===== src/design/vvtm_pkg.sv =====
package vvtm_pkg;

    localparam int VALUE_W    = 64;
    localparam int OP_W       = 3;
    localparam int NODE_W     = 3;
    localparam int APP_W      = 5;
    localparam int TYPE_W     = 2;

    localparam int NODE_CNT_W = 4;
    localparam int APP_CNT_W  = 6;
    localparam int TYPE_CNT_W = 3;
    localparam int OWN_W      = 3;

    localparam int CFG_IDX_W  = 3;
    localparam int CFG_DATA_W = 6;

    typedef enum logic [OP_W-1:0] {
        OP_WRITE     = 3'd0,
        OP_WRITE_OWN = 3'd1,
        OP_READ      = 3'd2,
        OP_CHECK     = 3'd3,
        OP_MERGE     = 3'd4,
        OP_CLEAR     = 3'd5
    } op_t;

    localparam logic [CFG_IDX_W-1:0] CFG_NODE_COUNT = 3'd0;
    localparam logic [CFG_IDX_W-1:0] CFG_APP_COUNT  = 3'd1;
    localparam logic [CFG_IDX_W-1:0] CFG_TYPE_COUNT = 3'd2;
    localparam logic [CFG_IDX_W-1:0] CFG_OWN_NODE   = 3'd3;

    localparam logic [NODE_CNT_W-1:0] NODE_COUNT_RST = 4'd5;
    localparam logic [APP_CNT_W-1:0]  APP_COUNT_RST  = 6'd20;
    localparam logic [TYPE_CNT_W-1:0] TYPE_COUNT_RST = 3'd2;
    localparam logic [OWN_W-1:0]      OWN_NODE_RST   = 3'd0;

    typedef struct packed {
        logic [NODE_CNT_W-1:0] node_count;
        logic [APP_CNT_W-1:0]  app_count;
        logic [TYPE_CNT_W-1:0] type_count;
        logic [OWN_W-1:0]      own_node;
    } cfg_t;

endpackage


===== src/design/vvtm_cmp.sv =====
module vvtm_cmp (
    input  logic signed [vvtm_pkg::VALUE_W-1:0] lhs,
    input  logic signed [vvtm_pkg::VALUE_W-1:0] rhs,
    output logic                                lt
);
    import vvtm_pkg::*;

    // signed (two's complement) compare, own entry against peer entry
    assign lt = (lhs < rhs);

endmodule


===== config.mk =====
export PLATFORM = sky130hd
export DESIGN_NAME = vvtm_cmp
export DESIGN_NICKNAME = d
export VERILOG_FILES = /design/src/design/vvtm_pkg.sv /design/src/design/vvtm_cmp.sv
export SDC_FILE = /design/constraint.sdc
export NUM_CORES = 1
export LEC_CHECK = 0
export ABC_AREA = 1
export BUFFER_PORTS_ARGS = -buffer_cell sky130_fd_sc_hd__buf_2
export CAP_MARGIN = 10
export CORE_ASPECT_RATIO = 1.75
export CORE_MARGIN = 2
export CORE_UTILIZATION = 42
export DETAILED_ROUTE_END_ITERATION = 6
export GPL_TIMING_DRIVEN = 0
export PLACE_DENSITY = 0.84
export RECOVER_POWER = 50
export SLEW_MARGIN = 20
export SYNTH_ARGS = -nofsm -noshare
export SYNTH_HDL_FRONTEND = slang
export SYNTH_SLANG_ARGS = --single-unit

===== constraint.sdc =====
create_clock -name vclk -period 1.75
set_input_delay 0.175 -clock vclk [all_inputs]
set_output_delay 0.175 -clock vclk [all_outputs]
set_load 0.1 [all_outputs]

Yosys cells after proc, flatten, opt, wreduce, memory -nomap -nowiden:

Cells that the tools add are included.

* order comparisons: 1

Operator list (number)
* 64-bit less-than comparator: 1

* output and inout port bits: 1
* input port bits: 128
* flip-flop bits (word level): 0
* logic and storage cells: 1

Longest topological paths before layout:

* depth after elaboration: 1
* gate-level depth with buffers: 16
* mapped depth without buffers: 16

Least setup slack after synthesis:

OpenSTA, ideal clock, no wires.

* kind: input to output
* from: input rhs[63] (netlist name)
* to: output lt
* arrival time: 1843 ps
* required time: 1575 ps
* path slack: -268 ps
* stages: 13
* buffers on the path: 0
* cell sequence: inv_1 ha_1 nand2_1 inv_2 nand3_2 nor2_2 nand2_1 nor2_2 and3_1 nand2_1 nand2_1 nand2_1 nand2_1

* cells in the longest elaborated chain, start to end: 1

RTL lines
* start, declared: line vvtm_cmp.sv:3 `input logic signed [vvtm_pkg::VALUE_W-1:0] rhs,`
* 64-bit less-than comparator: line vvtm_cmp.sv:9 `assign lt = (lhs < rhs);`
* end, declared: line vvtm_cmp.sv:4 `output logic lt`

No other way between the ends.

Worst setup path in the final report:

* from: input rhs[15] (netlist name)
* to: output lt

The elaborated chain is that of the path after synthesis.

==> results by group <==
Run status
  – Status: finished with violations
  – Failing checks: setup timing

Critical path
  – Worst path cell trace: buf_2 -> inv_2 -> ha_4 -> nand2_2 -> inv_1 -> nand3_2 -> nor3_2 -> nand2_1 -> nand2_1 -> nand2_1 -> nand2_2 -> nand2_2 -> nand2_1 -> nand2_2 -> nand2_4 -> buf_12
  – Crit path launch: rhs[15]
  – WP data arrival: 1.65 ns
  – Largest stage delay, worst path: 0.26 ns
  – Critical path endpoint: lt
  – Max FO, Critical Path: 2
  – Crit end category: output port
  – Required @ worst endpoint: 1.57 ns
  – Kind of critical path: in -> out
  – Worst path slowest cell: ha_4
  – Crit start category: input pin

STA
  – PnR worst setup slack: -0.0781 ns
  – Final Hold Viols: 0
  – RSZ-0062 raised after global routing: yes
  – Setup TNS Final: -0.0781 ns
  – Worst-Margin Slew: 0.311 ns
  – Post-layout min period: 1.83 ns
  – Slew Viols, Final: 0
  – Slew HR: 79.1%
  – Max frequency: 0.547 GHz
  – Fin crit share: 104%
  – # setup viols final: 1

Power and ir drop
  – Clock network fraction of total power: 0%
  – Sw Share: 49.6%
  – Logic pwr share: 100.0%
  – Seq pwr share: 0%
  – Pleak: 1.71 nW
  – P per Cell Area: 240 mW/mm2
  – Int Pwr: 0.000344 W
  – Peak supply drop: 270 uV
  – Total chip power: 0.000682 W
  – Switching power: 0.000338 W

Final layout
  – FFs & Latches: 0
  – Most common cell after layout, fill and taps aside: buf_2
  – Number of fillers in the final layout: 288
  – Ant diodes: 0
  – Most frequent cells in the layout: 119 x buf_2, 64 x inv_1, 44 x nand2_1
  – Layout Cells excl Fill: 448
  – Layout cell share with drive strength beyond 1: 49.0%
  – Fin nets: 593
  – Clock buffer cells: 0
  – Sequential cell area: 0 um2
  – Area Growth Syn to Fin: 71.2%

Detailed routing
  – Remaining DRCs: 0
  – Drt total wl: 5.25 mm
  – DRT Pass-1 Iters: 4
  – Post-DRT Antenna Nets: 0
  – Vias/cell: 4.85
  – DR iter-0 viols: 10
  – Via count: 2175
  – DR WL/cell: 11.7 um

Placed design
  – Placed insts: 446
  – Worst slack, placed: -0.351 ns
  – DP HPWL: 4.15 mm
  – IO Port Bufs: 129
  – GP Congestion: 0.807

Global route
  – Global-route wire length before repair: 7.65 mm
  – Largest net degree at the start of global routing: 4
  – Vias in the first global route: 2158
  – Grt ovf: 0
  – Global-route usage over all layers: 21.0%
  – Initial antenna violation count: 0

Floorplan
  – Die ar.: 0.00449 mm2
  – Number of top-level pins: 129
  – Std cell rows: 30
  – Initial Util: 43.4%
  – Core area: 0.00383 mm2
  – Die Y: 87.2 um
  – Chip width: 51.5 um

Synthesis
  – Sequential area share after synthesis: 0%
  – Cell variety after synth: 15
  – Synthesis Warnings: 0
  – Synth Area per Inst: 6.17 um2
  – Mapped Nets: 460
  – Syn Inst Count: 269
  – Netlist area before placement: 0.00166 mm2

Min path
  – Worst min-delay path class: in -> out

Run
  – Max-cap violations: 0

Clocking
  – CTS Hold Bufs: 0
cell families (layout without fill, tap and decap cells):
family	Yosys count	after routing	synth area share, %
buffers and inverters	77	208	17.4
and+or+nand+nor	89	89	22.6
adders and majority gates	63	63	47.5
AOI/OAI and AO/OA	40	40	12.5
final cells by class:
| cell class | count | area [um2] | area share, % |
|---|---|---|---|
| Tap cell | 48 | 60.1 | 2.11 |
| Multi-Input combinational cell | 192 | 1760 | 61.9 |
| Inverter | 77 | 292 | 10.3 |
| Timing Repair Buffer | 131 | 732 | 25.7 |
cells in the mapped netlist:
master | instances | area (um2)
ha_1 | 63 | 788
a21oi_1 | 29 | 145
nor2_2 | 2 | 12.5
nand2_1 | 53 | 199
nor2_1 | 16 | 60.1
nor3_1 | 3 | 15.0
o21a_1 | 2 | 15.0
nand4_1 | 6 | 37.5
a21o_1 | 1 | 7.51
inv_2 | 1 | 3.75
nand3_2 | 1 | 10.0
o21ai_0 | 8 | 40.0
inv_1 | 76 | 285
and3_1 | 1 | 6.26
nand3_1 | 7 | 35.0
layer usage:
layer  global-route usage [%]  wire length [um]  up-vias
li1                         -                 -     1126
met1                     17.1              1690      936
met2                     48.0              3060      101
met3                     2.23               376       12
met4                     4.31               120        0
met5                        0                 0        -
worst min path at each step:
| stage | slack (ns) | start | cells after the start | to |
|---|---|---|---|---|
| 2_1_floorplan | 0.83 | lhs[63] | 4 | lt |
| 3_3_place_gp | 1.09 | lhs[63] | 6 | lt |
| 5_1_grt | 1.03 | lhs[63] | 7 | lt |
| 3_5_place_dp | 1.10 | lhs[63] | 6 | lt |
| 6_report | 1.02 | lhs[63] | 7 | lt |
| 4_1_cts | 0.99 | lhs[63] | 7 | lt |
timing repair:
action / 4_1_cts / 5_1_grt
resized for setup: 39 / 43
endpoints found under the setup margin: 1 / 1
pin swaps: 27 / 22
buffers inserted: 2 / 0
endpoints found under the hold margin: 0 / 0
power by group through the flow:
stage | combinational [W] | clock (W) | sequential (W)
detailed placement | 0.000516 | 0 | 0
global route | 0.000767 | 0 | 0
finish | 0.000682 | 0 | 0
global placement | 0.000495 | 0 | 0
CTS | 0.000597 | 0 | 0
floorplan | 0.000304 | 0 | 0
worst max-delay path: cells and delay by family:
kind / cells / cell delay, ns
AND/OR/NAND/NOR: 11 / 0.85
buffers and inverters: 4 / 0.37
adder cells (fa/ha/maj): 1 / 0.26
stage by stage:
step	hold slack, ns	utilization, %	area [um2]
3_5_place_dp	1.10	62.0	2370
3_3_place_gp	1.09	62.0	2370
5_1_grt	1.03	74.2	2840
2_1_floorplan	0.827	-	1670
4_1_cts	0.990	68.1	2610
6_report	1.02	74.2	2840
Power figures use the tool's default switching activity.
