==> config.mk <==
export PLATFORM = sky130hd
export DESIGN_NAME = vvtm_ctrl
export DESIGN_NICKNAME = d
export VERILOG_FILES = /design/src/design/vvtm_pkg.sv /design/src/design/vvtm_ctrl.sv
export SDC_FILE = /design/constraint.sdc
export NUM_CORES = 1
export LEC_CHECK = 0
export ABC_AREA = 1
export BUFFER_PORTS_ARGS = -buffer_cell sky130_fd_sc_hd__buf_2
export CORE_AREA = 4 4 162 164
export CTS_BUF_LIST = sky130_fd_sc_hd__clkbuf_16
export CTS_CLUSTER_DIAMETER = 100
export DETAILED_ROUTE_END_ITERATION = 6
export DIE_AREA = 0 0 166 168
export PLACE_DENSITY = 0.87
export SYNTH_ARGS = -nofsm -noshare
export SYNTH_HDL_FRONTEND = slang
export SYNTH_SLANG_ARGS = --single-unit
==> constraint.sdc <==
create_clock -name aclk -period 7 [get_ports aclk]
set_clock_uncertainty 0.1 [all_clocks]
set_input_delay 1.4 -clock aclk [delete_from_list [all_inputs] [get_ports aclk]]
set_output_delay 1.4 -clock aclk [all_outputs]
set_load 0.02 [all_outputs]
==> src/design/vvtm_pkg.sv <==
package vvtm_pkg;

    localparam int VALUE_W    = 64;
    localparam int OP_W       = 3;
    localparam int NODE_W     = 3;
    localparam int APP_W      = 5;
    localparam int TYPE_W     = 2;

    localparam int NODE_CNT_W = 4;
    localparam int APP_CNT_W  = 6;
    localparam int TYPE_CNT_W = 3;
    localparam int OWN_W      = 3;

    localparam int CFG_IDX_W  = 3;
    localparam int CFG_DATA_W = 6;

    typedef enum logic [OP_W-1:0] {
        OP_WRITE     = 3'd0,
        OP_WRITE_OWN = 3'd1,
        OP_READ      = 3'd2,
        OP_CHECK     = 3'd3,
        OP_MERGE     = 3'd4,
        OP_CLEAR     = 3'd5
    } op_t;

    localparam logic [CFG_IDX_W-1:0] CFG_NODE_COUNT = 3'd0;
    localparam logic [CFG_IDX_W-1:0] CFG_APP_COUNT  = 3'd1;
    localparam logic [CFG_IDX_W-1:0] CFG_TYPE_COUNT = 3'd2;
    localparam logic [CFG_IDX_W-1:0] CFG_OWN_NODE   = 3'd3;

    localparam logic [NODE_CNT_W-1:0] NODE_COUNT_RST = 4'd5;
    localparam logic [APP_CNT_W-1:0]  APP_COUNT_RST  = 6'd20;
    localparam logic [TYPE_CNT_W-1:0] TYPE_COUNT_RST = 3'd2;
    localparam logic [OWN_W-1:0]      OWN_NODE_RST   = 3'd0;

    typedef struct packed {
        logic [NODE_CNT_W-1:0] node_count;
        logic [APP_CNT_W-1:0]  app_count;
        logic [TYPE_CNT_W-1:0] type_count;
        logic [OWN_W-1:0]      own_node;
    } cfg_t;

endpackage

==> src/design/vvtm_ctrl.sv <==
module vvtm_ctrl #(
    parameter int MAX_NODES = 8,
    parameter int MAX_APPS  = 32,
    parameter int MAX_TYPES = 4,
    parameter int ADDR_W    = 10
) (
    input  logic                                aclk,
    input  logic                                aresetn,
    input  vvtm_pkg::cfg_t                      cfg,
    input  logic                                s_valid,
    output logic                                s_ready,
    input  logic [vvtm_pkg::OP_W-1:0]           s_op,
    input  logic [vvtm_pkg::NODE_W-1:0]         s_node_index,
    input  logic [vvtm_pkg::APP_W-1:0]          s_app_index,
    input  logic [vvtm_pkg::TYPE_W-1:0]         s_type_index,
    input  logic signed [vvtm_pkg::VALUE_W-1:0] s_value,
    output logic                                m_valid,
    input  logic                                m_ready,
    output logic signed [vvtm_pkg::VALUE_W-1:0] m_read_value,
    output logic                                m_peer_ahead,
    output logic                                m_status,
    output logic                                mem_wr_en,
    output logic [ADDR_W-1:0]                   mem_wr_addr,
    output logic [vvtm_pkg::VALUE_W-1:0]        mem_wr_data,
    output logic [ADDR_W-1:0]                   mem_rd_addr_a,
    output logic [ADDR_W-1:0]                   mem_rd_addr_b,
    input  logic [vvtm_pkg::VALUE_W-1:0]        mem_rd_data_b,
    input  logic [vvtm_pkg::VALUE_W-1:0]        mem_rd_data_a,
    input  logic                                cmp_lt
);
    import vvtm_pkg::*;

    localparam int DEPTH = MAX_NODES * MAX_APPS * MAX_TYPES;
    localparam int NC_W  = $clog2(MAX_NODES + 1);
    localparam int AC_W  = $clog2(MAX_APPS + 1);
    localparam int TC_W  = $clog2(MAX_TYPES + 1);
    localparam int AI_W  = (MAX_APPS > 1) ? $clog2(MAX_APPS) : 1;
    localparam int TI_W  = (MAX_TYPES > 1) ? $clog2(MAX_TYPES) : 1;

    typedef enum logic [2:0] {
        ST_CLEAR,
        ST_IDLE,
        ST_EXEC,
        ST_RDWAIT,
        ST_WALK,
        ST_FINISH
    } state_t;

    function automatic logic [ADDR_W-1:0] entry_addr(
        input logic [31:0] n,
        input logic [31:0] a,
        input logic [31:0] t
    );
        entry_addr = ADDR_W'((n * MAX_APPS + a) * MAX_TYPES + t);
    endfunction

    state_t              state_reg, state_next;
    logic [OP_W-1:0]     op_reg, op_next;
    logic [NODE_W-1:0]   ni_reg, ni_next;
    logic [APP_W-1:0]    ai_reg, ai_next;
    logic [TYPE_W-1:0]   ti_reg, ti_next;
    logic [VALUE_W-1:0]  val_reg, val_next;
    logic [AI_W-1:0]     a_cnt_reg, a_cnt_next;
    logic [TI_W-1:0]     t_cnt_reg, t_cnt_next;
    logic                iss_done_reg, iss_done_next;
    logic                p_vld_reg, p_vld_next;
    logic [ADDR_W-1:0]   p_addr_reg, p_addr_next;
    logic [ADDR_W-1:0]   clr_cnt_reg, clr_cnt_next;
    logic                clr_reply_reg, clr_reply_next;
    logic                ahead_reg, ahead_next;
    logic                status_reg, status_next;
    logic [VALUE_W-1:0]  rdv_reg, rdv_next;
    logic                m_valid_reg, m_valid_next;
    logic [VALUE_W-1:0]  m_rdv_reg, m_rdv_next;
    logic                m_ahead_reg, m_ahead_next;
    logic                m_status_reg, m_status_next;

    logic [NC_W-1:0]     nc;
    logic [AC_W-1:0]     ac;
    logic [TC_W-1:0]     tc;
    logic [NODE_W-1:0]   node_sel;
    logic                entry_err;
    logic                peer_err;
    logic                t_last;
    logic                a_last;
    logic [ADDR_W-1:0]   own_walk_addr;
    logic [ADDR_W-1:0]   peer_walk_addr;

    // counts above the maximum act as the maximum
    assign nc = (32'(cfg.node_count) > 32'(MAX_NODES)) ? NC_W'(MAX_NODES) : NC_W'(cfg.node_count);
    assign ac = (32'(cfg.app_count) > 32'(MAX_APPS))   ? AC_W'(MAX_APPS)  : AC_W'(cfg.app_count);
    assign tc = (32'(cfg.type_count) > 32'(MAX_TYPES)) ? TC_W'(MAX_TYPES) : TC_W'(cfg.type_count);

    assign node_sel  = (op_t'(op_reg) == OP_WRITE_OWN) ? NODE_W'(cfg.own_node) : ni_reg;
    assign entry_err = (32'(node_sel) >= 32'(nc)) || (32'(ai_reg) >= 32'(ac))
                       || (32'(ti_reg) >= 32'(tc));
    assign peer_err  = (32'(ni_reg) >= 32'(nc)) || (32'(cfg.own_node) >= 32'(nc));

    assign t_last = (32'(t_cnt_reg) + 32'd1 >= 32'(tc));
    assign a_last = (32'(a_cnt_reg) + 32'd1 >= 32'(ac));

    assign own_walk_addr  = entry_addr(32'(cfg.own_node), 32'(a_cnt_reg), 32'(t_cnt_reg));
    assign peer_walk_addr = entry_addr(32'(ni_reg), 32'(a_cnt_reg), 32'(t_cnt_reg));

    always_comb begin
        state_next     = state_reg;
        op_next        = op_reg;
        ni_next        = ni_reg;
        ai_next        = ai_reg;
        ti_next        = ti_reg;
        val_next       = val_reg;
        a_cnt_next     = a_cnt_reg;
        t_cnt_next     = t_cnt_reg;
        iss_done_next  = iss_done_reg;
        p_vld_next     = p_vld_reg;
        p_addr_next    = p_addr_reg;
        clr_cnt_next   = clr_cnt_reg;
        clr_reply_next = clr_reply_reg;
        ahead_next     = ahead_reg;
        status_next    = status_reg;
        rdv_next       = rdv_reg;
        m_valid_next   = m_valid_reg;
        m_rdv_next     = m_rdv_reg;
        m_ahead_next   = m_ahead_reg;
        m_status_next  = m_status_reg;

        mem_wr_en     = 1'b0;
        mem_wr_addr   = p_addr_reg;
        mem_wr_data   = mem_rd_data_b;
        mem_rd_addr_a = own_walk_addr;
        mem_rd_addr_b = peer_walk_addr;

        if (m_valid_reg && m_ready) begin
            m_valid_next = 1'b0;
        end

        case (state_reg)
            ST_CLEAR: begin
                mem_wr_en    = 1'b1;
                mem_wr_addr  = clr_cnt_reg;
                mem_wr_data  = '0;
                clr_cnt_next = clr_cnt_reg + ADDR_W'(1);
                if (clr_cnt_reg == ADDR_W'(DEPTH - 1)) begin
                    clr_cnt_next = '0;
                    state_next   = clr_reply_reg ? ST_FINISH : ST_IDLE;
                end
            end
            ST_IDLE: begin
                if (s_valid) begin
                    op_next     = s_op;
                    ni_next     = s_node_index;
                    ai_next     = s_app_index;
                    ti_next     = s_type_index;
                    val_next    = s_value;
                    ahead_next  = 1'b0;
                    status_next = 1'b0;
                    rdv_next    = '0;
                    state_next  = ST_EXEC;
                end
            end
            ST_EXEC: begin
                state_next = ST_FINISH;
                case (op_t'(op_reg))
                    OP_WRITE, OP_WRITE_OWN: begin
                        if (entry_err) begin
                            status_next = 1'b1;
                        end else begin
                            mem_wr_en   = 1'b1;
                            mem_wr_addr = entry_addr(32'(node_sel), 32'(ai_reg), 32'(ti_reg));
                            mem_wr_data = val_reg;
                        end
                    end
                    OP_READ: begin
                        if (entry_err) begin
                            status_next = 1'b1;
                        end else begin
                            mem_rd_addr_a = entry_addr(32'(ni_reg), 32'(ai_reg), 32'(ti_reg));
                            state_next    = ST_RDWAIT;
                        end
                    end
                    OP_CHECK, OP_MERGE: begin
                        if (peer_err) begin
                            status_next = 1'b1;
                        end else if ((ni_reg != NODE_W'(cfg.own_node)) && (ac != '0)
                                     && (tc != '0)) begin
                            a_cnt_next    = '0;
                            t_cnt_next    = '0;
                            iss_done_next = 1'b0;
                            p_vld_next    = 1'b0;
                            state_next    = ST_WALK;
                        end
                    end
                    OP_CLEAR: begin
                        clr_cnt_next   = '0;
                        clr_reply_next = 1'b1;
                        state_next     = ST_CLEAR;
                    end
                    default: begin
                    end
                endcase
            end
            ST_RDWAIT: begin
                rdv_next   = mem_rd_data_a;
                state_next = ST_FINISH;
            end
            ST_WALK: begin
                // issue reads for the next pair while comparing the last one
                p_vld_next = 1'b0;
                if (!iss_done_reg) begin
                    p_vld_next  = 1'b1;
                    p_addr_next = own_walk_addr;
                    if (t_last) begin
                        t_cnt_next = '0;
                        a_cnt_next = a_cnt_reg + AI_W'(1);
                        if (a_last) begin
                            iss_done_next = 1'b1;
                        end
                    end else begin
                        t_cnt_next = t_cnt_reg + TI_W'(1);
                    end
                end
                if (p_vld_reg && cmp_lt) begin
                    if (op_t'(op_reg) == OP_CHECK) begin
                        ahead_next = 1'b1;
                    end else begin
                        mem_wr_en = 1'b1;
                    end
                end
                if (iss_done_reg) begin
                    state_next = ST_FINISH;
                end
            end
            ST_FINISH: begin
                if (!m_valid_reg || m_ready) begin
                    m_valid_next   = 1'b1;
                    m_rdv_next     = rdv_reg;
                    m_ahead_next   = ahead_reg;
                    m_status_next  = status_reg;
                    clr_reply_next = 1'b0;
                    state_next     = ST_IDLE;
                end
            end
            default: begin
                state_next = ST_IDLE;
            end
        endcase
    end

    always_ff @(posedge aclk) begin
        if (!aresetn) begin
            state_reg     <= ST_CLEAR;
            clr_cnt_reg   <= '0;
            clr_reply_reg <= 1'b0;
            iss_done_reg  <= 1'b0;
            p_vld_reg     <= 1'b0;
            m_valid_reg   <= 1'b0;
        end else begin
            state_reg     <= state_next;
            clr_cnt_reg   <= clr_cnt_next;
            clr_reply_reg <= clr_reply_next;
            iss_done_reg  <= iss_done_next;
            p_vld_reg     <= p_vld_next;
            m_valid_reg   <= m_valid_next;
        end
        op_reg       <= op_next;
        ni_reg       <= ni_next;
        ai_reg       <= ai_next;
        ti_reg       <= ti_next;
        val_reg      <= val_next;
        a_cnt_reg    <= a_cnt_next;
        t_cnt_reg    <= t_cnt_next;
        p_addr_reg   <= p_addr_next;
        ahead_reg    <= ahead_next;
        status_reg   <= status_next;
        rdv_reg      <= rdv_next;
        m_rdv_reg    <= m_rdv_next;
        m_ahead_reg  <= m_ahead_next;
        m_status_reg <= m_status_next;
    end

    assign s_ready      = (state_reg == ST_IDLE);
    assign m_valid      = m_valid_reg;
    assign m_read_value = m_rdv_reg;
    assign m_peer_ahead = m_ahead_reg;
    assign m_status     = m_status_reg;

endmodule

======== Word level (Yosys, flattened, before mapping) ========
Index checks and enable logic that the tools add are counted.
storage, ports and cells
  bits in registers ....................... 243
  output and inout bits ................... 163
cells by class
  add/sub/neg operators ................... 13
  order comparisons ....................... 10
  equal/unequal tests ..................... 27
  mux-type cells .......................... 68
  bitwise gates (word level) .............. 1
  reductions and logical operators ........ 34
operators by type and width
  operator                                             number
  case mux 64 bit (2 select lines)                     2
  two-way mux 64 bit                                   3
  two-way mux 10 bit                                   7
  adder 10 x 2 -> 10 bit                               4
  case mux 10 bit (2 select lines)                     2
  adder 8 x 5 -> 8 bit                                 4
  two-way mux 5 bit                                    5
  two-way mux 3 bit                                    8
  two-way mux 1 bit                                    23
  != test 2 bit, second input constant                 11
  case mux 3 bit (6 select lines)                      1
  equality test 3 x 2 -> 1 bit, second input constant  4
  equality test 3 bit, second input constant           4
  greater-or-equal comparator 3 x 4 -> 1 bit           3
  case mux 1 bit (2 select lines)                      6
  AND reduction 4 bit                                  3
  nonzero test 2 bit                                   6
  adder 10 x 1 -> 10 bit, second input constant        1
  equality test 10 bit, second input constant          1
  two-way mux 2 bit                                    5
  case mux 5 bit (2 select lines)                      1
  AND reduction 2 bit                                  5
  AND reduction 5 bit                                  2
  != test 3 bit, second input constant                 3
  other kinds (30)                                     39

======== Longest topological paths before layout ========
Gate-level depths: netlist of the first run.
  depth in word-level cells ............... 9
  depth in mapped cells ................... 19

======== Worst setup path after synthesis of the first run ========
Ideal clock, no wire load.
  kind .................................... input port to flip-flop
  from .................................... input s_valid
  to ...................................... register rdv_reg[0] (enable)
  library setup time ...................... 424 ps
  arrival time ............................ 6548 ps
  required time ........................... 6476 ps
  path slack .............................. -72 ps
  stages on the path ...................... 4
  cells stage by stage .................... inv_1 > nor2_1 > inv_1 > nand2_1
between the ends
  cells in the longest elaborated chain, start to end .. 2
RTL lines
  element                               line              source
  start, declared                       vvtm_ctrl.sv:10   input logic s_valid,
  != test 2 bit (no source line)        n/a
  AND reduction 2 bit (no source line)  n/a
  end signal, assigned                  vvtm_ctrl.sv:275  rdv_reg <= rdv_next;
  end, declared                         vvtm_ctrl.sv:72   logic [VALUE_W-1:0] rdv_reg, rdv_next;
Every way passes these cells.
A chain may end at the register's enable or synchronous reset.

======== Worst setup path after layout of the first run ========
  from .................................... input cfg[8] (netlist name)
  to ...................................... output mem_wr_data[7] (netlist name)
between the ends
  cells in the longest elaborated chain, start to end .. 8
RTL lines
  element                                       line              source
  start, declared                               vvtm_ctrl.sv:9    input vvtm_pkg::cfg_t cfg,
  > comparator 6 bit                            vvtm_ctrl.sv:91   assign ac = (32'(cfg.app_count) > 32'(MAX_APPS)) ? AC_W'(MAX_APPS) : AC_W'(cfg.app_count);
  two-way mux 6 bit *                           vvtm_ctrl.sv:91
  greater-or-equal comparator 5 x 6 -> 1 bit *  vvtm_ctrl.sv:95   assign entry_err = (32'(node_sel) >= 32'(nc)) || (32'(ai_reg) >= 32'(ac))
  logical OR 1 bit *                            vvtm_ctrl.sv:95
  logical OR 1 bit *                            vvtm_ctrl.sv:96   || (32'(ti_reg) >= 32'(tc));
  two-way mux 64 bit *                          vvtm_ctrl.sv:165  if (entry_err) begin
  two-way mux 64 bit *                          vvtm_ctrl.sv:163  case (op_t'(op_reg))
  case mux 64 bit (2 select lines) *            vvtm_ctrl.sv:137  case (state_reg)
  end, declared                                 vvtm_ctrl.sv:24   output logic [vvtm_pkg::VALUE_W-1:0] mem_wr_data,
Mark *: on every way between the ends. The rest lies on a longest branch, timed or not.

==> flow_results.xml, run 1 <==
<?xml version="1.0" encoding="UTF-8"?>
<metrics>
  <group name="outcome">
    <metric name="outcome" unit="">finished, final reports clean</metric>
  </group>
  <group name="route">
    <metric name="topRoutingLayerUsed" unit="">met5</metric>
    <metric name="route.detailed.drc" unit="">0</metric>
    <metric name="first_pass_iters" unit="">5</metric>
    <metric name="routedLengthMet1" unit="µm">12200</metric>
    <metric name="drt-vias-per-instance" unit="">5.12</metric>
    <metric name="drt_wl_total" unit="µm">31000</metric>
    <metric name="antenna_violating_nets_remaining" unit="">0</metric>
    <metric name="met2WireLength" unit="µm">15400</metric>
    <metric name="average_routed_wire_per_standard_cell" unit="µm">17.4</metric>
    <metric name="detailroute.wirelength.met3" unit="µm">2420</metric>
    <metric name="initialDrtViolationCount" unit="">981</metric>
    <metric name="via_count" unit="">9110</metric>
  </group>
  <group name="floorplanning">
    <metric name="start_util" unit="%">44.0</metric>
    <metric name="design.core.area" unit="µm²">24900</metric>
    <metric name="number_of_placement_rows" unit="">58</metric>
    <metric name="floorplan.die.width" unit="µm">166</metric>
    <metric name="pin_count" unit="">389</metric>
    <metric name="fp.dieH" unit="µm">168</metric>
    <metric name="die_area" unit="µm²">27900</metric>
  </group>
  <group name="power_and_ir_drop">
    <metric name="peak_supply_drop" unit="mV">0.205</metric>
    <metric name="power.density_cell_area" unit="nW/µm²">256</metric>
    <metric name="power.leakage" unit="nW">6.25</metric>
  </group>
  <group name="clock_tree">
    <metric name="clock_tree.root_cell" unit="">sky130_fd_sc_hd__clkbuf_16</metric>
    <metric name="cts.reportedPaths.clkPinSlew" unit="ps">60</metric>
    <metric name="number_of_buffers_created_by_cts" unit="">27</metric>
    <metric name="clk_latency" unit="ps">540</metric>
    <metric name="cts_repair_resize_count" unit="">0</metric>
    <metric name="cts_hold_buffers" unit="">0</metric>
    <metric name="ctsHtreeMaxLevel" unit="">1</metric>
    <metric name="setup_repair_bufs_after_cts" unit="">0</metric>
    <metric name="clock-sinks" unit="">243</metric>
    <metric name="tritoncts" unit="">done</metric>
    <metric name="maximum_buffer_depth_of_the_clock_tree" unit="">3</metric>
  </group>
  <group name="synthesis">
    <metric name="synth_cell_types" unit="">45</metric>
    <metric name="largest_family_of_logic_cells_by_synthesized_area" unit="">simple AND/OR/NAND/NOR gates</metric>
    <metric name="post_synth_and_or_nand_nor_area_fraction" unit="%">14.8</metric>
    <metric name="postSynthCellCount" unit="">1043</metric>
    <metric name="synth-main-ff-cell" unit="">sky130_fd_sc_hd__edfxtp_1</metric>
    <metric name="postSynthRegisterBits" unit="">243</metric>
    <metric name="synthDominantAreaCellType" unit="">sky130_fd_sc_hd__edfxtp_1</metric>
    <metric name="syn_area_per_cell" unit="µm²">10.5</metric>
    <metric name="synth_compound_area_share" unit="%">9.75</metric>
    <metric name="post_synth_fa_ha_maj_area_fraction" unit="%">3.31</metric>
    <metric name="post_synth_instance_area" unit="µm²">11000</metric>
    <metric name="synth.mux.area_fraction" unit="%">0</metric>
    <metric name="ys.warnings.count" unit="">0</metric>
    <metric name="synth_xor_area_share" unit="%">0.560</metric>
    <metric name="ys_async_sr_fraction" unit="%">0</metric>
    <metric name="synth.area.top_cells" unit="">sky130_fd_sc_hd__edfxtp_1 62%, sky130_fd_sc_hd__nand2_1 5.8%, sky130_fd_sc_hd__nor2_1 5.7%, sky130_fd_sc_hd__o21ai_0 5.6%, sky130_fd_sc_hd__inv_1 4.4%</metric>
    <metric name="post-synth-top-area-fraction" unit="%">62.0</metric>
    <metric name="synthesis.nets" unit="">1298</metric>
    <metric name="synth_seq_area_share" unit="%">65.1</metric>
    <metric name="synth_edf_count" unit="">226</metric>
  </group>
  <group name="setup_path">
    <metric name="crit_arrival" unit="ps">4270</metric>
    <metric name="crit_type" unit="">in -&gt; out</metric>
    <metric name="worst-path-stages" unit="">20</metric>
    <metric name="critical_path.reg2reg.endpoint" unit="">a_cnt_reg[4]</metric>
    <metric name="crit_start" unit="">cfg[8]</metric>
    <metric name="r2r.worst_path.cells" unit="">7</metric>
    <metric name="cpMostUsedCell" unit="">sky130_fd_sc_hd__nand2_1</metric>
    <metric name="critPathRequiredTime" unit="ps">5500</metric>
    <metric name="r2r_setup_slack" unit="ps">3740</metric>
    <metric name="timing.rr.start" unit="">state_reg[0]</metric>
    <metric name="type_of_destination_of_the_critical_path" unit="">primary output</metric>
    <metric name="crit_fanout" unit="">47</metric>
    <metric name="critical_path_buf_inv_count" unit="">5</metric>
    <metric name="timing.critical_path.slowest_cell_delay" unit="ps">340</metric>
    <metric name="kind_of_start_point_of_the_critical_path" unit="">input port</metric>
    <metric name="crit_path_cells" unit="">buf_2 -&gt; nor2_1 -&gt; nand2_1 -&gt; o21ai_0 -&gt; and2_1 -&gt; ha_1 -&gt; inv_1 -&gt; nand2_1 -&gt; nand2_1 -&gt; nand2_1 -&gt; nand2_1 -&gt; nand2_1 -&gt; nand2_1 -&gt; nand2_2 -&gt; inv_1 -&gt; nand2_2 -&gt; buf_12 -&gt; nor2_1 -&gt; o21ai_0 -&gt; buf_2</metric>
    <metric name="crit_slowest_cell" unit="">sky130_fd_sc_hd__nand2_2</metric>
    <metric name="cpLargestDelayFamily" unit="">simple AND/OR/NAND/NOR gates</metric>
    <metric name="crit_end" unit="">mem_wr_data[7]</metric>
  </group>
  <group name="sta">
    <metric name="timing.final.setup_violations" unit="">0</metric>
    <metric name="unrepaired_setup_endpoints_after_global_routing" unit="">no</metric>
    <metric name="timing_max_transition_violations_final" unit="">0</metric>
    <metric name="post-route-period-util" unit="%">82.4</metric>
    <metric name="post-route-min-period" unit="ps">5770</metric>
    <metric name="fin_setup_tns" unit="ps">0</metric>
    <metric name="max_freq" unit="GHz">0.173</metric>
    <metric name="worstMarginPinSlew" unit="ps">1040</metric>
    <metric name="hold_viol" unit="">0</metric>
    <metric name="relSlewSlack" unit="%">30.5</metric>
  </group>
  <group name="run">
    <metric name="maxCapViolCount" unit="">0</metric>
  </group>
  <group name="global_routing">
    <metric name="grt_pass1_wl" unit="µm">47200</metric>
    <metric name="grt_pass1_vias" unit="">8677</metric>
    <metric name="antenna_found_initial" unit="">4</metric>
    <metric name="grt-ovfl-total" unit="">0</metric>
    <metric name="globalRouteTotalUtil" unit="%">21.0</metric>
    <metric name="largest_net_degree_at_the_start_of_global_routing" unit="">82</metric>
  </group>
  <group name="hold_path">
    <metric name="depth_of_the_worst_hold_timing_path" unit="">0</metric>
    <metric name="hold_path_class" unit="">reg -&gt; reg</metric>
  </group>
  <group name="placed_design">
    <metric name="place_congestion" unit="">0.972</metric>
    <metric name="dp_hpwl" unit="µm">22400</metric>
    <metric name="detailed_place.area" unit="µm²">13200</metric>
    <metric name="port_buffers" unit="">388</metric>
  </group>
  <group name="layout">
    <metric name="area_delta_synth_final" unit="%">29.3</metric>
    <metric name="final_cell_area" unit="µm²">14200</metric>
    <metric name="layout-drive-gt1-share" unit="%">32.3</metric>
    <metric name="finish.net_count" unit="">1681</metric>
  </group>
</metrics>
logic make-up (layout without fill, tap and decap cells):
logic type | after synthesis | count (layout)
fa+ha+maj | 29 | 29
compound gates | 199 | 199
other cells | 0 | 3
simple gates | 389 | 389
xor+xnor | 7 | 7
buf+inv | 176 | 580
flops | 243 | 243
synthesized netlist by cell type, types with 2 or more instances:
cell type / count
sky130_fd_sc_hd__buf_1: 2
sky130_fd_sc_hd__o22ai_1: 3
sky130_fd_sc_hd__buf_4: 2
sky130_fd_sc_hd__dfxtp_1: 17
sky130_fd_sc_hd__ha_1: 29
sky130_fd_sc_hd__inv_1: 127
sky130_fd_sc_hd__nor2_1: 165
sky130_fd_sc_hd__nand2_1: 169
sky130_fd_sc_hd__nor2_2: 5
sky130_fd_sc_hd__xnor2_1: 2
sky130_fd_sc_hd__xor2_1: 5
sky130_fd_sc_hd__nand2_2: 2
sky130_fd_sc_hd__o21bai_1: 2
sky130_fd_sc_hd__o211ai_1: 10
sky130_fd_sc_hd__buf_6: 3
sky130_fd_sc_hd__o21ai_0: 123
sky130_fd_sc_hd__a21oi_1: 22
sky130_fd_sc_hd__a211oi_1: 4
sky130_fd_sc_hd__edfxtp_1: 226
sky130_fd_sc_hd__nor3_1: 8
sky130_fd_sc_hd__o21ai_1: 27
sky130_fd_sc_hd__inv_2: 7
sky130_fd_sc_hd__clkbuf_1: 17
sky130_fd_sc_hd__nand3_1: 22
sky130_fd_sc_hd__nor2_4: 2
sky130_fd_sc_hd__nand3b_1: 2
sky130_fd_sc_hd__nand4_1: 7
sky130_fd_sc_hd__buf_2: 16
per-stage QoR:
step	cells	total power, W	util, %	setup WS (ps)	hold WS [ps]
final	1780	0.00363	56.9	1230	306
after global routing	1779	0.00378	56.9	993	314
after CTS	1777	0.00366	56.9	1230	306
after detailed placement	1727	0.00214	53.0	1270	305
after global placement	1727	0.00212	53.0	1330	300
after floorplan	1043	0.00195	-	1310	300
worst register-to-register path, cell delays in order, from the launching register on:
cell and delay, ps:
sky130_fd_sc_hd__dfxtp_1 370, sky130_fd_sc_hd__nor2_4 300, sky130_fd_sc_hd__inv_4 330, sky130_fd_sc_hd__nor2_8 800, sky130_fd_sc_hd__nand2_1 180, sky130_fd_sc_hd__inv_1 140
sky130_fd_sc_hd__o21ai_2 110, sky130_fd_sc_hd__nor3_1 570
metal layers:
metal	global-route usage (%)	up-vias
li1	-	4293
met1	26.7	4284
met2	36.6	452
met3	4.27	77
met4	6.56	4
met5	0	-
cells in the final DEF (no fill, tap or decap), types with 2 or more instances in the layout:
cell type | netlist | routed
sky130_fd_sc_hd__nor2_2 | 5 | 5
sky130_fd_sc_hd__nand2_1 | 169 | 167
sky130_fd_sc_hd__a21oi_1 | 22 | 22
sky130_fd_sc_hd__o21bai_1 | 2 | 2
sky130_fd_sc_hd__buf_4 | 2 | 4
sky130_fd_sc_hd__inv_2 | 7 | 7
sky130_fd_sc_hd__o22ai_1 | 3 | 3
sky130_fd_sc_hd__nand3b_1 | 2 | 2
sky130_fd_sc_hd__dfxtp_1 | 17 | 17
sky130_fd_sc_hd__a211oi_1 | 4 | 4
sky130_fd_sc_hd__nor2_4 | 2 | 4
sky130_fd_sc_hd__clkinv_1 | 1 | 3
sky130_fd_sc_hd__bufinv_16 | 0 | 6
sky130_fd_sc_hd__clkbuf_16 | 0 | 27
sky130_fd_sc_hd__clkinv_2 | 0 | 7
sky130_fd_sc_hd__inv_1 | 127 | 130
sky130_fd_sc_hd__o21ai_1 | 27 | 27
sky130_fd_sc_hd__edfxtp_1 | 226 | 226
sky130_fd_sc_hd__buf_2 | 16 | 388
sky130_fd_sc_hd__o211ai_1 | 10 | 10
sky130_fd_sc_hd__nand4_1 | 7 | 7
sky130_fd_sc_hd__o21ai_0 | 123 | 123
sky130_fd_sc_hd__clkinvlp_4 | 0 | 3
sky130_fd_sc_hd__xnor2_1 | 2 | 2
sky130_fd_sc_hd__nand2_2 | 2 | 4
sky130_fd_sc_hd__nand3_1 | 22 | 22
sky130_fd_sc_hd__nor3_1 | 8 | 8
sky130_fd_sc_hd__ha_1 | 29 | 29
sky130_fd_sc_hd__nor2_1 | 165 | 163
sky130_fd_sc_hd__buf_12 | 0 | 2
sky130_fd_sc_hd__diode_2 | 0 | 3
sky130_fd_sc_hd__xor2_1 | 5 | 5
how the worst min path moves through the flow:
stage,endpoint,start
after floorplan,m_peer_ahead,ahead_reg
after global routing,m_read_value[7],rdv_reg[7]
after detailed placement,m_read_value[18],rdv_reg[18]
after CTS,m_read_value[49],rdv_reg[49]
after global placement,m_read_value[35],rdv_reg[35]
final,m_read_value[49],rdv_reg[49]
report_power, final:
part	internal (W)	leakage, nW	switching (W)
sequential	0.00165	2.20	0.0000233
combinational	0.000145	3.57	0.000300
clock	0.000930	0.478	0.000588
total	0.00272	6.25	0.000911
area by class of cell:
| type | instances | area, µm² |
|---|---|---|
| fill | 2041 | 10700 |
| sequential | 243 | 7130 |
| antenna | 3 | 7.51 |
| clock buffer | 27 | 676 |
| tap | 330 | 413 |
| clock inverter | 23 | 285 |
| multi-input combinational | 624 | 3130 |
| inverter | 136 | 513 |
| timing repair buffer | 394 | 2010 |
No activity file was read; power rests on OpenSTA's default activity.
==> inputs of run 2 (changes only) <==
--- a/config.mk
+++ b/config.mk
@@ -5,13 +5,13 @@
 export SDC_FILE = /design/constraint.sdc
 export NUM_CORES = 1
 export LEC_CHECK = 0
-export ABC_AREA = 1
+export ABC_AREA = 0
 export BUFFER_PORTS_ARGS = -buffer_cell sky130_fd_sc_hd__buf_2
-export CORE_AREA = 4 4 162 164
+export CORE_AREA = 4 4 157 159
 export CTS_BUF_LIST = sky130_fd_sc_hd__clkbuf_16
 export CTS_CLUSTER_DIAMETER = 100
 export DETAILED_ROUTE_END_ITERATION = 6
-export DIE_AREA = 0 0 166 168
+export DIE_AREA = 0 0 161 163
 export PLACE_DENSITY = 0.87
 export SYNTH_ARGS = -nofsm -noshare
 export SYNTH_HDL_FRONTEND = slang
==> constraint.sdc (replaced) <==
create_clock -name aclk -period 4.8 [get_ports aclk]
set_clock_uncertainty 0.1 [all_clocks]
set_input_delay 0.96 -clock aclk [delete_from_list [all_inputs] [get_ports aclk]]
set_output_delay 0.96 -clock aclk [all_outputs]
set_load 0.02 [all_outputs]
==> run 2 against run 1 <==
Cell count shrank 21%. Register-to-register slack got worse by 2100 ps. Count of clock-buffer cells in the layout shrank 1. Wire length decreased by 11%. First-iteration DRC count is 48% lower. Utilization decreased by 0.10 points. Die area fell by 5.9%. Hold slack improved by 5.7 ps. Via count fell by 20%. Critical path depth down 9. Flip-flop and latch count stayed put. Global-route usage shrank 1.7 points.
==> flow_results.xml, run 2 <==
<?xml version="1.0" encoding="UTF-8"?>
<metrics>
  <group name="power_and_ir_drop">
    <metric name="sw_pwr" unit="W">0.000869</metric>
    <metric name="p_seq_share" unit="%">53.5</metric>
    <metric name="power.density_cell_area" unit="nW/µm²">325</metric>
    <metric name="power.internal" unit="W">0.00342</metric>
    <metric name="peak_supply_drop" unit="mV">0.353</metric>
    <metric name="clockPowerShare" unit="%">42.9</metric>
    <metric name="switching_share" unit="%">20.3</metric>
    <metric name="power.leakage" unit="nW">5.71</metric>
    <metric name="total_power" unit="W">0.00429</metric>
    <metric name="comb_power_share" unit="%">3.6</metric>
  </group>
  <group name="synthesis">
    <metric name="synth_seq_area_share" unit="%">70.8</metric>
    <metric name="syn_area_per_cell" unit="µm²">15.1</metric>
    <metric name="synth_edf_count" unit="">226</metric>
    <metric name="synth.mux.area_fraction" unit="%">1.11</metric>
    <metric name="ys.warnings.count" unit="">0</metric>
    <metric name="synthDominantAreaCellType" unit="">sky130_fd_sc_hd__edfxtp_1</metric>
    <metric name="post-synth-top-count-cell" unit="">sky130_fd_sc_hd__edfxtp_1</metric>
    <metric name="synth_cell_types" unit="">56</metric>
    <metric name="synthesis.nets" unit="">923</metric>
    <metric name="post_synth_and_or_nand_nor_area_fraction" unit="%">10.3</metric>
    <metric name="ys_async_sr_fraction" unit="%">0</metric>
    <metric name="synth.cells.most_frequent" unit="">226 x sky130_fd_sc_hd__edfxtp_1, 68 x sky130_fd_sc_hd__and2_1, 64 x sky130_fd_sc_hd__a22o_1</metric>
    <metric name="postSynthRegisterBits" unit="">243</metric>
    <metric name="largest_family_of_logic_cells_by_synthesized_area" unit="">compound AO/OA/AOI/OAI gates</metric>
    <metric name="synth_xor_area_share" unit="%">1.04</metric>
    <metric name="postSynthCellCount" unit="">668</metric>
    <metric name="synth-main-ff-cell" unit="">sky130_fd_sc_hd__edfxtp_1</metric>
    <metric name="post_synth_instance_area" unit="µm²">10100</metric>
    <metric name="post-synth-top-area-fraction" unit="%">67.5</metric>
    <metric name="synth.area.top_cells" unit="">sky130_fd_sc_hd__edfxtp_1 67%, sky130_fd_sc_hd__a22o_1 5.6%, sky130_fd_sc_hd__and2_1 4.2%, sky130_fd_sc_hd__ha_1 3.6%, sky130_fd_sc_hd__dfxtp_1 3.4%</metric>
    <metric name="post_synth_fa_ha_maj_area_fraction" unit="%">3.61</metric>
    <metric name="synth_compound_area_share" unit="%">10.9</metric>
  </group>
  <group name="setup_path">
    <metric name="type_of_destination_of_the_critical_path" unit="">primary output</metric>
    <metric name="crit_type" unit="">reg -&gt; out</metric>
    <metric name="r2r.worst_path.cells" unit="">4</metric>
    <metric name="timing.rr.start" unit="">state_reg[0]</metric>
    <metric name="crit_fanout" unit="">32</metric>
    <metric name="timing.critical_path.slowest_cell_delay" unit="ps">410</metric>
    <metric name="cpLargestDelayFamily" unit="">simple AND/OR/NAND/NOR gates</metric>
    <metric name="kind_of_start_point_of_the_critical_path" unit="">register</metric>
    <metric name="crit_slowest_cell" unit="">sky130_fd_sc_hd__edfxtp_1</metric>
    <metric name="critical_path.reg2reg.endpoint" unit="">val_reg[38]</metric>
    <metric name="critical_path_buf_inv_count" unit="">3</metric>
    <metric name="crit_arrival" unit="ps">3590</metric>
    <metric name="r2r_setup_slack" unit="ps">1650</metric>
    <metric name="crit_path_cells" unit="">inv_1 -&gt; and3_2 -&gt; mux2_2 -&gt; ha_1 -&gt; a211oi_2 -&gt; or3_1 -&gt; and3_1 -&gt; and3_4 -&gt; buf_16 -&gt; a22o_1 -&gt; buf_2</metric>
    <metric name="critPathRequiredTime" unit="ps">3740</metric>
  </group>
  <group name="clock_tree">
    <metric name="cts_hold_buffers" unit="">0</metric>
    <metric name="number_of_buffers_created_by_cts" unit="">26</metric>
    <metric name="setup_repair_bufs_after_cts" unit="">0</metric>
    <metric name="cts_repair_resize_count" unit="">0</metric>
    <metric name="clock-sinks" unit="">243</metric>
    <metric name="clk_latency" unit="ps">530</metric>
    <metric name="cts.reportedPaths.clkPinSlew" unit="ps">60</metric>
    <metric name="maximum_buffer_depth_of_the_clock_tree" unit="">3</metric>
    <metric name="clock_tree.root_cell" unit="">sky130_fd_sc_hd__clkbuf_16</metric>
    <metric name="tritoncts" unit="">done</metric>
    <metric name="ctsHtreeMaxLevel" unit="">1</metric>
  </group>
  <group name="floorplanning">
    <metric name="floorplan.die.width" unit="µm">161</metric>
    <metric name="design.core.area" unit="µm²">23300</metric>
    <metric name="die_area" unit="µm²">26200</metric>
    <metric name="fp.dieH" unit="µm">163</metric>
    <metric name="start_util" unit="%">43.2</metric>
    <metric name="pin_count" unit="">389</metric>
    <metric name="number_of_placement_rows" unit="">56</metric>
  </group>
  <group name="sta">
    <metric name="fin_setup_tns" unit="ps">0</metric>
    <metric name="worstMarginPinSlew" unit="ps">1010</metric>
    <metric name="hold_viol" unit="">0</metric>
    <metric name="post-route-min-period" unit="ps">4650</metric>
    <metric name="timing_max_transition_violations_final" unit="">0</metric>
    <metric name="post-route-period-util" unit="%">96.8</metric>
    <metric name="max_freq" unit="GHz">0.215</metric>
    <metric name="timing.final.setup_violations" unit="">0</metric>
    <metric name="relSlewSlack" unit="%">32.9</metric>
    <metric name="post-route-worst-setup-slack" unit="ps">152</metric>
  </group>
  <group name="global_routing">
    <metric name="grt_pass1_vias" unit="">7039</metric>
    <metric name="grt-ovfl-total" unit="">0</metric>
    <metric name="grtUsageMet1" unit="%">23.5</metric>
    <metric name="largest_net_degree_at_the_start_of_global_routing" unit="">65</metric>
    <metric name="global_route.usage.met2" unit="%">33.3</metric>
    <metric name="globalRouteMet3Util" unit="%">7.34</metric>
    <metric name="globalRouteTotalUtil" unit="%">19.4</metric>
    <metric name="antenna_found_initial" unit="">6</metric>
    <metric name="grt_pass1_wl" unit="µm">40000</metric>
    <metric name="globalRoute.busiestLayer" unit="">met2</metric>
  </group>
  <group name="layout">
    <metric name="final_common_cell" unit="">sky130_fd_sc_hd__buf_2</metric>
    <metric name="area_delta_synth_final" unit="%">31.3</metric>
    <metric name="antenna-diode-count" unit="">0</metric>
    <metric name="fin_cells" unit="">1404</metric>
    <metric name="layout-drive-gt1-share" unit="%">42.6</metric>
    <metric name="finish.net_count" unit="">1323</metric>
    <metric name="most-common-layout-cells" unit="">388 x sky130_fd_sc_hd__buf_2, 226 x sky130_fd_sc_hd__edfxtp_1, 67 x sky130_fd_sc_hd__and2_1, 64 x sky130_fd_sc_hd__a22o_1, 29 x sky130_fd_sc_hd__ha_1</metric>
  </group>
  <group name="placed_design">
    <metric name="total_placed_cells_including_tap_cells" unit="">1357</metric>
    <metric name="dpl_worst_slack" unit="ps">374</metric>
    <metric name="place_congestion" unit="">0.928</metric>
    <metric name="port_buffers" unit="">388</metric>
    <metric name="dp_hpwl" unit="µm">20400</metric>
  </group>
  <group name="run">
    <metric name="maxCapViolCount" unit="">0</metric>
  </group>
  <group name="route">
    <metric name="drt_wl_total" unit="µm">27700</metric>
    <metric name="first_pass_iters" unit="">5</metric>
    <metric name="antenna_violating_nets_remaining" unit="">0</metric>
    <metric name="average_routed_wire_per_standard_cell" unit="µm">19.7</metric>
    <metric name="via_count" unit="">7286</metric>
    <metric name="drt-vias-per-instance" unit="">5.19</metric>
    <metric name="route.detailed.drc" unit="">0</metric>
    <metric name="initialDrtViolationCount" unit="">509</metric>
  </group>
  <group name="hold_path">
    <metric name="hold_path_end" unit="">m_read_value[12]</metric>
    <metric name="depth_of_the_worst_hold_timing_path" unit="">0</metric>
    <metric name="hp-start" unit="">rdv_reg[12]</metric>
    <metric name="hold_path_class" unit="">reg -&gt; reg</metric>
  </group>
  <group name="outcome">
    <metric name="outcome" unit="">finished, final reports clean</metric>
  </group>
</metrics>
[run 2: cell types whose count changed in the layout (fill, tap and decap cells not counted), moves of 64 or more]
| cell | change |
|---|---|
| sky130_fd_sc_hd__inv_1 | -110 |
| sky130_fd_sc_hd__a22o_1 | +64 |
| sky130_fd_sc_hd__nand2_1 | -141 |
| sky130_fd_sc_hd__o21ai_0 | -104 |
| sky130_fd_sc_hd__and2_1 | +66 |
| sky130_fd_sc_hd__nor2_1 | -139 |
[run 2: power by group through the flow]
stage               combinational (W)  clock (W)  sequential (W)
finish                       0.000154    0.00184         0.00230
global route                 0.000171    0.00197         0.00229
CTS                          0.000153    0.00189         0.00229
detailed placement           0.000152          0         0.00234
global placement             0.000146          0         0.00234
floorplan                   0.0000410          0         0.00234
[run 2: kinds of logic after synthesis]
logic type,Yosys count
simple gates,183
flops,243
buf+inv,43
compound gates,148
fa+ha+maj,29
mux,10
xor+xnor,12
[run 2: final cells by class]
type | count | area (µm²)
multi-input cells | 382 | 2740
inverters | 15 | 57.6
clock inverters | 19 | 143
well taps | 319 | 399
flip-flops and latches | 243 | 7130
repair buffers | 400 | 2100
fillers | 1856 | 10000
clock buffers | 26 | 651
[run 2: metal layers]
layer | vias up | routed length (µm)
met1 | 3459 | 10200
met2 | 402 | 13600
met5 | - | 60
met3 | 49 | 3280
met4 | 10 | 580
li1 | 3366 | -
[run 2: worst max path at each step]
stage	from	endpoint	depth (start not counted)
floorplan	cfg[1]	mem_wr_data[0]	9
global placement	cfg[5]	mem_wr_data[14]	12
detailed placement	cfg[5]	mem_wr_data[28]	12
CTS	op_reg[1]	mem_wr_data[28]	11
global route	op_reg[1]	mem_wr_data[45]	13
finish	op_reg[2]	mem_wr_data[28]	11
[run 2: through the flow]
step	hold WS [ps]	cell area, µm²	util (%)
2_1_floorplan	300	10100	-
3_3_place_gp	300	12400	53.1
3_5_place_dp	305	12400	53.1
4_1_cts	315	13100	56.5
5_1_grt	315	13200	56.8
6_report	312	13200	56.8
==> inputs of run 3 (changes only) <==
==> constraint.sdc (replaced) <==
create_clock -name aclk -period 4.8 [get_ports aclk]
set_clock_uncertainty 0.1 [all_clocks]
set_input_delay 0.48 -clock aclk [delete_from_list [all_inputs] [get_ports aclk]]
set_output_delay 0.48 -clock aclk [all_outputs]
set_load 0.02 [all_outputs]
==> run 3 against run 2 <==
Clock power rose by 3%. Final area down 0.76%. Via count down 1.1%. Sequential share of layout area rose by 0.41 points. Register-to-register slack better by 170 ps. Critical endpoint is now mem_wr_data[26]. Largest cell class unchanged. Highest routed layer unchanged.
==> flow_results.xml, run 3 (synthesis gave the netlist of run 2 again) <==
<?xml version="1.0" encoding="UTF-8"?>
<metrics>
  <group name="outcome">
    <metric name="outcome" unit="">finished, final reports clean</metric>
  </group>
  <group name="sta">
    <metric name="fin_setup_tns" unit="ps">0</metric>
    <metric name="relSlewSlack" unit="%">24.6</metric>
    <metric name="post-route-period-util" unit="%">94.0</metric>
    <metric name="timing.final.setup_violations" unit="">0</metric>
    <metric name="hold_viol" unit="">0</metric>
    <metric name="max_freq" unit="GHz">0.222</metric>
    <metric name="post-route-min-period" unit="ps">4510</metric>
    <metric name="unrepaired_setup_endpoints_after_global_routing" unit="">no</metric>
    <metric name="worstMarginPinSlew" unit="ps">1130</metric>
    <metric name="timing_max_transition_violations_final" unit="">0</metric>
  </group>
  <group name="clock_tree">
    <metric name="clock-sinks" unit="">243</metric>
    <metric name="cts_repair_resize_count" unit="">0</metric>
    <metric name="cts.reportedPaths.clkPinSlew" unit="ps">60</metric>
    <metric name="number_of_buffers_created_by_cts" unit="">25</metric>
    <metric name="setup_repair_bufs_after_cts" unit="">0</metric>
    <metric name="maximum_buffer_depth_of_the_clock_tree" unit="">3</metric>
    <metric name="clock_tree.root_cell" unit="">sky130_fd_sc_hd__clkbuf_16</metric>
    <metric name="clk_latency" unit="ps">520</metric>
    <metric name="cts_hold_buffers" unit="">0</metric>
    <metric name="ctsHtreeMaxLevel" unit="">1</metric>
    <metric name="tritoncts" unit="">done</metric>
  </group>
  <group name="route">
    <metric name="drt-vias-per-instance" unit="">5.15</metric>
    <metric name="first_pass_iters" unit="">4</metric>
    <metric name="route.detailed.drc" unit="">0</metric>
    <metric name="antenna_violating_nets_remaining" unit="">0</metric>
    <metric name="drt_wl_total" unit="µm">26700</metric>
    <metric name="initialDrtViolationCount" unit="">442</metric>
    <metric name="via_count" unit="">7206</metric>
    <metric name="average_routed_wire_per_standard_cell" unit="µm">19.1</metric>
  </group>
  <group name="power_and_ir_drop">
    <metric name="power.density_cell_area" unit="nW/µm²">330</metric>
    <metric name="power.internal" unit="W">0.00349</metric>
    <metric name="peak_supply_drop" unit="mV">0.294</metric>
    <metric name="total_power" unit="W">0.00433</metric>
    <metric name="clockPowerShare" unit="%">43.5</metric>
    <metric name="switching_share" unit="%">19.5</metric>
    <metric name="power.leakage" unit="nW">5.66</metric>
    <metric name="comb_power_share" unit="%">3.5</metric>
    <metric name="sw_pwr" unit="W">0.000845</metric>
    <metric name="p_seq_share" unit="%">53.0</metric>
  </group>
  <group name="floorplanning">
    <metric name="design.core.area" unit="µm²">23300</metric>
    <metric name="number_of_placement_rows" unit="">56</metric>
    <metric name="pin_count" unit="">389</metric>
    <metric name="start_util" unit="%">43.2</metric>
    <metric name="die_area" unit="µm²">26200</metric>
    <metric name="fp.dieH" unit="µm">163</metric>
    <metric name="floorplan.die.width" unit="µm">161</metric>
  </group>
  <group name="global_routing">
    <metric name="grt_pass1_vias" unit="">7118</metric>
    <metric name="grt_pass1_wl" unit="µm">39000</metric>
    <metric name="antenna_found_initial" unit="">5</metric>
    <metric name="globalRouteTotalUtil" unit="%">19.0</metric>
    <metric name="largest_net_degree_at_the_start_of_global_routing" unit="">66</metric>
    <metric name="grt-ovfl-total" unit="">0</metric>
  </group>
  <group name="setup_path">
    <metric name="crit_arrival" unit="ps">3930</metric>
    <metric name="crit_type" unit="">reg -&gt; out</metric>
    <metric name="r2r.worst_path.cells" unit="">4</metric>
    <metric name="crit_start" unit="">op_reg[1]</metric>
    <metric name="crit_fanout" unit="">64</metric>
    <metric name="critPathRequiredTime" unit="ps">4220</metric>
    <metric name="critical_path.reg2reg.endpoint" unit="">val_reg[63]</metric>
    <metric name="crit_path_cells" unit="">inv_1 -&gt; and3_1 -&gt; mux2_2 -&gt; ha_1 -&gt; a211oi_1 -&gt; o311a_1 -&gt; and2_1 -&gt; o21ai_4 -&gt; buf_4 -&gt; a22o_1 -&gt; buf_2</metric>
    <metric name="r2r_setup_slack" unit="ps">1820</metric>
    <metric name="type_of_destination_of_the_critical_path" unit="">primary output</metric>
    <metric name="timing.critical_path.slowest_cell_delay" unit="ps">520</metric>
    <metric name="crit_slowest_cell" unit="">sky130_fd_sc_hd__buf_4</metric>
    <metric name="kind_of_start_point_of_the_critical_path" unit="">register</metric>
    <metric name="timing.rr.start" unit="">state_reg[0]</metric>
  </group>
  <group name="hold_path">
    <metric name="depth_of_the_worst_hold_timing_path" unit="">1</metric>
    <metric name="hold_path_end" unit="">ai_reg[1]</metric>
    <metric name="hp-start" unit="">s_app_index[1]</metric>
    <metric name="hold_path_class" unit="">in -&gt; reg</metric>
  </group>
  <group name="placed_design">
    <metric name="place_congestion" unit="">0.944</metric>
    <metric name="dp_hpwl" unit="µm">20200</metric>
    <metric name="port_buffers" unit="">388</metric>
  </group>
  <group name="layout">
    <metric name="most-common-layout-cells" unit="">388 x sky130_fd_sc_hd__buf_2, 226 x sky130_fd_sc_hd__edfxtp_1, 68 x sky130_fd_sc_hd__and2_1, 64 x sky130_fd_sc_hd__a22o_1, 29 x sky130_fd_sc_hd__ha_1</metric>
    <metric name="finish.net_count" unit="">1317</metric>
    <metric name="layout-drive-gt1-share" unit="%">41.9</metric>
    <metric name="area_delta_synth_final" unit="%">30.3</metric>
    <metric name="final_common_cell" unit="">sky130_fd_sc_hd__buf_2</metric>
  </group>
  <group name="run">
    <metric name="maxCapViolCount" unit="">0</metric>
  </group>
</metrics>
run 3: per-layer routing:
| layer | vias to the layer above | routed length [µm] | track usage [%] |
|---|---|---|---|
| met5 | - | 35 | 0 |
| li1 | 3366 | - | - |
| met1 | 3418 | 10100 | 22.9 |
| met3 | 51 | 3060 | 7.59 |
| met2 | 365 | 12900 | 32.0 |
| met4 | 6 | 519 | 4.92 |
run 3: area by class of cell:
cell class                 count  area [µm²]
multi-input combinational    382        2730
fill                        1852       10100
inverter                      15        57.6
sequential                   243        7130
tap                          319         399
timing repair buffer         395        1990
clock inverter                20         178
antenna                        1        2.50
clock buffer                  25         626
run 3: how the worst max path moves through the flow:
stage | slack (ps) | end
final | 290 | mem_wr_data[26]
after global placement | 1040 | mem_wr_data[41]
after floorplan | 1320 | ai_reg[0]
after detailed placement | 880 | mem_wr_data[41]
after CTS | 310 | mem_wr_data[26]
after global routing | 60 | mem_wr_data[26]
run 3: power by group through the flow:
stage	Combinational, W	Sequential [W]	Clock, W
5_1_grt	0.000168	0.00229	0.00203
3_5_place_dp	0.000151	0.00234	0
3_3_place_gp	0.000146	0.00234	0
2_1_floorplan	0.0000410	0.00234	0
6_report	0.000152	0.00230	0.00189
4_1_cts	0.000153	0.00229	0.00193
run 3: worst max-delay path: cells and delay by family, from the launching register on:
| kind | cells | cell delay (ps) |
|---|---|---|
| buf+inv | 3 | 790 |
| mux | 1 | 380 |
| simple gates | 2 | 590 |
| flops | 1 | 440 |
| compound gates | 4 | 870 |
| fa+ha+maj | 1 | 280 |
run 3: stage by stage:
| step | instances | setup slack, ps | hold WS (ps) | util [%] | area (µm²) |
|---|---|---|---|---|---|
| 2_1_floorplan | 668 | 1320 | 300 | - | 10100 |
| 3_5_place_dp | 1354 | 885 | 305 | 52.9 | 12300 |
| 4_1_cts | 1399 | 306 | 7.68 | 56.4 | 13100 |
| 3_3_place_gp | 1354 | 1040 | 300 | 52.9 | 12300 |
| 5_1_grt | 1400 | 61.0 | 7.39 | 56.4 | 13100 |
| 6_report | 1400 | 289 | 33.2 | 56.4 | 13100 |
